[config.mk]
export PLATFORM = sky130hd
export DESIGN_NAME = float32_add_sub_truncating
export DESIGN_NICKNAME = d
export VERILOG_FILES = /design/src/sv/fas_pkg.sv /design/src/sv/fas_ctrl.sv /design/src/sv/fas_dp.sv /design/src/sv/float32_add_sub_truncating.sv
export SDC_FILE = /design/constraint.sdc
export NUM_CORES = 1
export LEC_CHECK = 0
export ABC_AREA = 0
export BUFFER_PORTS_ARGS = -buffer_cell sky130_fd_sc_hd__clkbuf_2
export CAP_MARGIN = 40
export CORE_MARGIN = 2
export CORE_UTILIZATION = 45
export DETAILED_ROUTE_END_ITERATION = 8
export PLACE_DENSITY = 0.73
export SETUP_SLACK_MARGIN = 0.5
export SLEW_MARGIN = 20
export SYNTH_ARGS = -nofsm -noshare
export SYNTH_HDL_FRONTEND = slang
export SYNTH_SLANG_ARGS = --single-unit
[constraint.sdc]
create_clock -name clk -period 8 [get_ports clk]
set_input_delay 1.2 -clock clk [delete_from_list [all_inputs] [get_ports clk]]
set_output_delay 1.2 -clock clk [all_outputs]
set_load 0.05 [all_outputs]
[src/sv/fas_pkg.sv]
// fas_pkg: shared types and constants for the truncating float32 add/sub block
// used by the controller, datapath and top level; no dependencies
package fas_pkg;

    localparam int unsigned WordW = 32;
    localparam int unsigned FracW = 23;
    localparam int unsigned ExpW  = 8;
    localparam int unsigned MantW = FracW + 2;   // hidden bit plus carry

    typedef enum logic [3:0] {
        ST_IDLE  = 4'b0001,
        ST_ALIGN = 4'b0010,
        ST_NORM  = 4'b0100,
        ST_DONE  = 4'b1000
    } state_t;

    typedef struct packed {
        logic load;     // capture request operands
        logic align;    // align and add/subtract
        logic norm;     // one left-normalize step
    } cmd_t;

    typedef struct packed {
        logic bypass;   // result already final after align
        logic norm_done;
    } status_t;

endpackage

[src/sv/fas_ctrl.sv]
// fas_ctrl: controller state machine for the float32 add/sub block
// depends on fas_pkg
module fas_ctrl
(
    input  logic              clk,
    input  logic              rst_n,
    input  logic              in_valid,
    output logic              in_stall,
    output logic              out_valid,
    input  logic              out_stall,
    input  fas_pkg::status_t  status,
    output fas_pkg::cmd_t     cmd
);

    fas_pkg::state_t state_reg;
    fas_pkg::state_t state_next;

    logic load_ok;

    // output register is free or being emptied this cycle
    assign load_ok  = (state_reg == fas_pkg::ST_IDLE) ||
                      ((state_reg == fas_pkg::ST_DONE) && !out_stall);
    assign in_stall = !load_ok;
    assign out_valid = (state_reg == fas_pkg::ST_DONE);

    always_comb
    begin
        cmd.load  = load_ok && in_valid;
        cmd.align = (state_reg == fas_pkg::ST_ALIGN);
        cmd.norm  = (state_reg == fas_pkg::ST_NORM) && !status.norm_done;
    end

    always_comb
    begin
        state_next = state_reg;
        unique case (state_reg)
            fas_pkg::ST_IDLE:
            begin
                if (in_valid)
                    state_next = fas_pkg::ST_ALIGN;
            end
            fas_pkg::ST_ALIGN:
            begin
                if (status.bypass)
                    state_next = fas_pkg::ST_DONE;
                else
                    state_next = fas_pkg::ST_NORM;
            end
            fas_pkg::ST_NORM:
            begin
                if (status.norm_done)
                    state_next = fas_pkg::ST_DONE;
            end
            fas_pkg::ST_DONE:
            begin
                if (!out_stall)
                    state_next = in_valid ? fas_pkg::ST_ALIGN : fas_pkg::ST_IDLE;
            end
            default:
                state_next = fas_pkg::ST_IDLE;
        endcase
    end

    always_ff @(posedge clk or negedge rst_n)
    begin
        if (!rst_n)
            state_reg <= fas_pkg::ST_IDLE;
        else
            state_reg <= state_next;
    end

endmodule

[src/sv/fas_dp.sv]
// fas_dp: datapath for the float32 add/sub block: operand capture, alignment,
// add/subtract and a one-bit-per-cycle normalize shifter; depends on fas_pkg
module fas_dp
(
    input  logic                            clk,
    input  fas_pkg::cmd_t                   cmd,
    input  logic                            op,
    input  logic [fas_pkg::WordW-1:0]       a,
    input  logic [fas_pkg::WordW-1:0]       b,
    output fas_pkg::status_t                status,
    output logic [fas_pkg::WordW-1:0]       result
);

    localparam int unsigned FW = fas_pkg::FracW;
    localparam int unsigned EW = fas_pkg::ExpW;
    localparam int unsigned MW = fas_pkg::MantW;

    logic [fas_pkg::WordW-1:0] a_reg, b_reg;
    logic [EW-1:0]             exp_reg;
    logic [MW-1:0]             mag_reg;
    logic                      sign_reg;
    logic                      byp_reg;
    logic [fas_pkg::WordW-1:0] byp_val_reg;

    // alignment and add/subtract, combinational from captured operands
    logic          sa, sb;
    logic [EW-1:0] ea, eb, e_big;
    logic [FW:0]   ma, mb, m_big, m_small, m_sh;
    logic [EW-1:0] diff;
    logic          lost;
    logic [MW-1:0] sum;
    logic          s_out;
    logic          zero_a, zero_b, cancel;
    logic [EW-1:0] e_out;
    logic [MW-1:0] m_out;

    always_comb
    begin
        sa = a_reg[fas_pkg::WordW-1];
        sb = b_reg[fas_pkg::WordW-1];
        ea = a_reg[FW +: EW];
        eb = b_reg[FW +: EW];
        ma = {1'b1, a_reg[FW-1:0]};
        mb = {1'b1, b_reg[FW-1:0]};
        zero_a = (a_reg[fas_pkg::WordW-2:0] == '0);
        zero_b = (b_reg[fas_pkg::WordW-2:0] == '0);
        if (ea >= eb)
        begin
            e_big = ea; m_big = ma; m_small = mb; diff = ea - eb;
        end
        else
        begin
            e_big = eb; m_big = mb; m_small = ma; diff = eb - ea;
        end
        // shifts beyond the mantissa width clear it; bit is lost either way
        if (diff > EW'(FW))
        begin
            m_sh = '0;
            lost = 1'b1;
        end
        else
        begin
            m_sh = m_small >> diff;
            lost = ((m_small & ((FW+1)'(1) << diff) - (FW+1)'(1)) != '0);
        end
        cancel = 1'b0;
        e_out  = e_big;
        if (sa == sb)
        begin
            s_out = sa;
            sum = {1'b0, m_big} + {1'b0, m_sh};
            m_out = sum;
            if (sum[MW-1])
            begin
                m_out = sum >> 1;
                e_out = e_big + EW'(1);
            end
        end
        else
        begin
            // aligned operand is ma when eb > ea, so recover side for sign
            if (ea >= eb)
            begin
                if (ma >= m_sh) begin s_out = sa; sum = {1'b0, ma - m_sh}; end
                else            begin s_out = sb; sum = {1'b0, m_sh - ma}; end
            end
            else
            begin
                if (m_sh >= mb) begin s_out = sa; sum = {1'b0, m_sh - mb}; end
                else            begin s_out = sb; sum = {1'b0, mb - m_sh}; end
            end
            m_out = sum;
            cancel = (sum == '0) && !(lost && (diff != '0));
        end
    end

    // bypass must be known during the align cycle itself
    assign status.bypass    = zero_a || zero_b || cancel;
    assign status.norm_done = mag_reg[FW] || (exp_reg == '0);

    always_ff @(posedge clk)
    begin
        if (cmd.load)
        begin
            a_reg <= a;
            b_reg <= {b[fas_pkg::WordW-1] ^ op, b[fas_pkg::WordW-2:0]};
        end
        if (cmd.align)
        begin
            exp_reg  <= e_out;
            mag_reg  <= m_out;
            sign_reg <= s_out;
            byp_reg  <= zero_a || zero_b || cancel;
            if (zero_a)
                byp_val_reg <= b_reg;
            else if (zero_b)
                byp_val_reg <= a_reg;
            else
                byp_val_reg <= '0;
        end
        else if (cmd.norm)
        begin
            mag_reg <= mag_reg << 1;
            exp_reg <= exp_reg - EW'(1);
        end
    end

    // bypass is decided in the align cycle; controller skips norm on bypass
    always_comb
    begin
        if (byp_reg)
            result = byp_val_reg;
        else
            result = {sign_reg, exp_reg, mag_reg[FW-1:0]};
    end

endmodule

[src/sv/float32_add_sub_truncating.sv]
// float32_add_sub_truncating: truncating binary32 add/subtract, top level
// sequence: align, then done when an operand is zero or the difference cancels
// exactly; otherwise align, normalize until hidden bit or exponent zero, done
// throughput: one request at a time; the normalize shifter moves one bit a cycle
// a new request is taken the cycle the previous result is taken
// reset: rst_n asynchronous active low returns the controller to idle
// depends on fas_pkg, fas_ctrl, fas_dp
module float32_add_sub_truncating
(
    input  logic                          clk,
    input  logic                          rst_n,
    input  logic                          in_valid,
    output logic                          in_stall,
    input  logic                          op,
    input  logic [fas_pkg::WordW-1:0]     a,
    input  logic [fas_pkg::WordW-1:0]     b,
    output logic                          out_valid,
    input  logic                          out_stall,
    output logic [fas_pkg::WordW-1:0]     result
);

    fas_pkg::cmd_t    cmd;
    fas_pkg::status_t status;
    fas_pkg::status_t status_g;

    // bypass is combinational from the captured operands during align
    assign status_g.bypass    = status.bypass;
    assign status_g.norm_done = status.norm_done;

    fas_ctrl u_ctrl
    (
        .clk       (clk),
        .rst_n     (rst_n),
        .in_valid  (in_valid),
        .in_stall  (in_stall),
        .out_valid (out_valid),
        .out_stall (out_stall),
        .status    (status_g),
        .cmd       (cmd)
    );

    fas_dp u_dp
    (
        .clk    (clk),
        .cmd    (cmd),
        .op     (op),
        .a      (a),
        .b      (b),
        .status (status),
        .result (result)
    );

endmodule

==> results.md <==
- FMAX: 0.1302 GHz
- First-pass GRT wire length: roughly 110000 um
- WL/cell: 27.54 um
- Top FF cell, synth: edfxtp_1
- Site row count: 69
- Synth async-reset ratio: 0.02985
- CTS HTree Levels: 4
- Critical path capture point type: register
- Ports: approximately 100
- Pwr dens: 422.9 mW/mm2
- Synthesis-to-finish area growth: 37.45%
- Global route overflow: 0
- TritonRoute pass-1 iters: 8
- Adder-cell area share of the yosys netlist: 0.1107
- CTS sink cnt: 134
- NetSw: 4.851 mW
- Cell-internal power: roughly 4.5 mW
- Synth Area in XOR/XNOR: 0.03434
- Initial antenna violation count: 2
- Die width: slightly below 200 um
- Synth Warn #: 0
- Syn_area_per_cell: 7.981 um2
- Initial core utilization: 0.4539
- Final worst-path cycle share: 0.9599
- Critical Path Start Type: register
- Hold-fix buffers, CTS: 0
- Most frequent cells in the layout: buf_4, nand2_1, nor2_1, a21oi_1, edfxtp_1
- TritonCTS clock tree: yes
- #FFs+latches synth: approximately 130
- Worst-path clk slew: ~70 ps
- CTS Buffer Depth: 2
- Most common cell after layout, fill and taps aside: buf_4
- Sequential share of power: 0.124
- Final setup fails: 0
- Num CTS Buffers: 17
- Post-Place Setup Slack: -257.5 ps
- Worst EP arrival: around 8000 ps
- Met3 usage: 0.1050
- Synth unique cells: 91
- Clock skew: 32.49 ps
- Die Footprint: 0.03723 mm2
- Leak: just under 10 nW
- Placer Congestion: between 1 and 1.5
- Worst Tran Pin Value: 837.4 ps
- Min Tclk post-route: 7679 ps
- Final worst setup slack: 320.6 ps
- Comb pwr share: 0.780
- Req. time, crit path: 8310 ps
- Slew Limit Fails: 0
- CP Class: register to register
- DRC errors left: 0
- Remaining antenna violation count: 0
- Synth Area in Simple Gates: 0.1968
- Layout cells sized above 1: 0.3540
- Largest net degree at the start of global routing: 65
- Global Route met2 Usage: 0.6547
- M1 GR Usage: 0.5479
- Port Buffers: 102
- Final instance area: 0.02208 mm2
- Synth Instances: 2013
- DR vias: 19030
- Combinational family with the most area after synthesis: compound AO/OA/AOI/OAI gates
- Compound-cell area share of the yosys netlist: 0.2788
- Unrepaired setup endpoints after global routing: yes
- Worst min path class: primary input to async pin
- Final hold violation count: 0
- Critical path's largest stage delay: 540 ps
- GRT Total Usage: 0.4206
- Cell area after synthesis: 0.01607 mm2
- Switching share of total power: 0.5195
- Seq/Total Area, Yosys: 0.2493
- Status: completed
- Critical Path Fanout Max: 9
- Post-DP Area: 0.01938 mm2
- Initial DRC Count: 2280
- Vias in the first global route: 17560
- Worst VDD drop: 0.0005064 V
- Core area: approximately 0.035 mm2
- Maxcap violations: 0
- Layout Nets: 2660
- Clock share of power: 0.096
- CP max stage cell: or4b_4
- Slew headroom: 0.4359
- Post-synth EDFFs: 130
- N_diodes: 0
- Clk_lat worst skew: 470 ps
- Syn_nets: 2220
- Root Driver: clkbuf_16
- Post-synthesis mux area share: 0.06861
- DR vias/cell: between 6 and 7
- Detail Placement HPWL: 62900 um
- Drt total wl: approximately 81000 um
- Top cell by count, worst path: buf_4
- Die Y-Extent: 193.0 um
- GR peak layer: met2
==> per-layer routing <==
layer	share of wire	up-vias
met5	0.00016	-
li1	-	8324
met1	0.39	9134
met2	0.44	1298
met4	0.060	2
met3	0.12	269
==> power by group through the flow <==
stage          clock, mW  sequential (mW)  combinational (mW)
6_report           0.895             1.16                7.28
5_1_grt            0.924             1.16                7.60
4_1_cts            0.892             1.14                6.30
3_5_place_dp           0             1.16                5.99
3_3_place_gp           0             1.15                5.98
2_1_floorplan          0             1.08                3.35
==> worst max-delay path: cells and delay by family, from the launching register on <==
family | cells | cell delay (ps)
AO/OA/AOI/OAI | 9 | 2040
adder cells (fa/ha/maj) | 2 | 680
buffers and inverters | 7 | 940
flip-flops | 1 | 450
multiplexers | 1 | 500
AND/OR/NAND/NOR | 14 | 2900
==> per-stage QoR <==
step           total power [mW]  instances    util  hold WS [ps]  setup TNS (ps)
2_1_floorplan             4.431       2013       -         516.4               0
3_3_place_gp              7.134       2794  0.5472         529.1          -488.3
3_5_place_dp              7.145       2796  0.5475         544.0          -665.8
4_1_cts                   8.328       2854  0.5809         533.6               0
5_1_grt                   9.686       2927  0.6239         539.0               0
6_report                  9.338       2927  0.6239         547.2               0
==> synth_stat cells, drive strengths merged, types with 32 or more instances <==
library cell    n  area (um2)
nand2         220       833.3
a211oi         32       245.2
a21o           62       465.5
a21oi         164       832.1
nand3          37       185.2
clkbuf        104       390.4
mux2i          37       370.4
ha            131        1639
mux2           39       439.2
inv           124       465.5
a22o           35       306.5
xnor2          36       315.3
nor2          177       666.9
o21ai         157       789.5
nor3           39       210.2
edfxtp        130        3904
==> final timing paths <==
| path | endpoint | slack [ps] | startpoint | cells after the start |
|---|---|---|---|---|
| max reg2reg | u_dp.byp_reg | 320 | u_dp.a_reg[29] | 33 |
| min | u_ctrl.state_reg[1] | 550 | rst_n | 1 |
| max | u_dp.byp_reg | 320 | u_dp.a_reg[29] | 33 |
| max in group asynchronous | u_ctrl.state_reg[0] | 7250 | rst_n | 1 |
| min in group clk | u_dp.mag_reg[3] | 560 | u_dp.mag_reg[2] | 2 |
| min reg2reg | u_dp.mag_reg[3] | 560 | u_dp.mag_reg[2] | 2 |
==> kinds of logic after synthesis <==
family                     Yosys count
AOI/OAI and AO/OA                  678
xor gates and xnor gates            63
adders and majority gates          138
buffers and inverters              252
DFF                                134
muxes                               89
and+or+nand+nor                    659
==> area by class of cell <==
type / count / area, um2
fillers: 3155 / 13310
multi-input cells: 1627 / 12290
repair buffers: 548 / 4103
flip-flops and latches: 134 / 4005
well taps: 461 / 576.8
inverters: 125 / 479.2
clock buffers: 18 / 439.2
clock inverters: 14 / 188.9
==> timing repair <==
action | 4_1_cts | 5_1_grt
gates resized for setup | 85 | 223
setup buffers | 26 | 70
pin swaps | 19 | 76
cloned | 0 | 2
setup endpoints to repair | 17 | 32
Power figures use the tool's default switching activity.
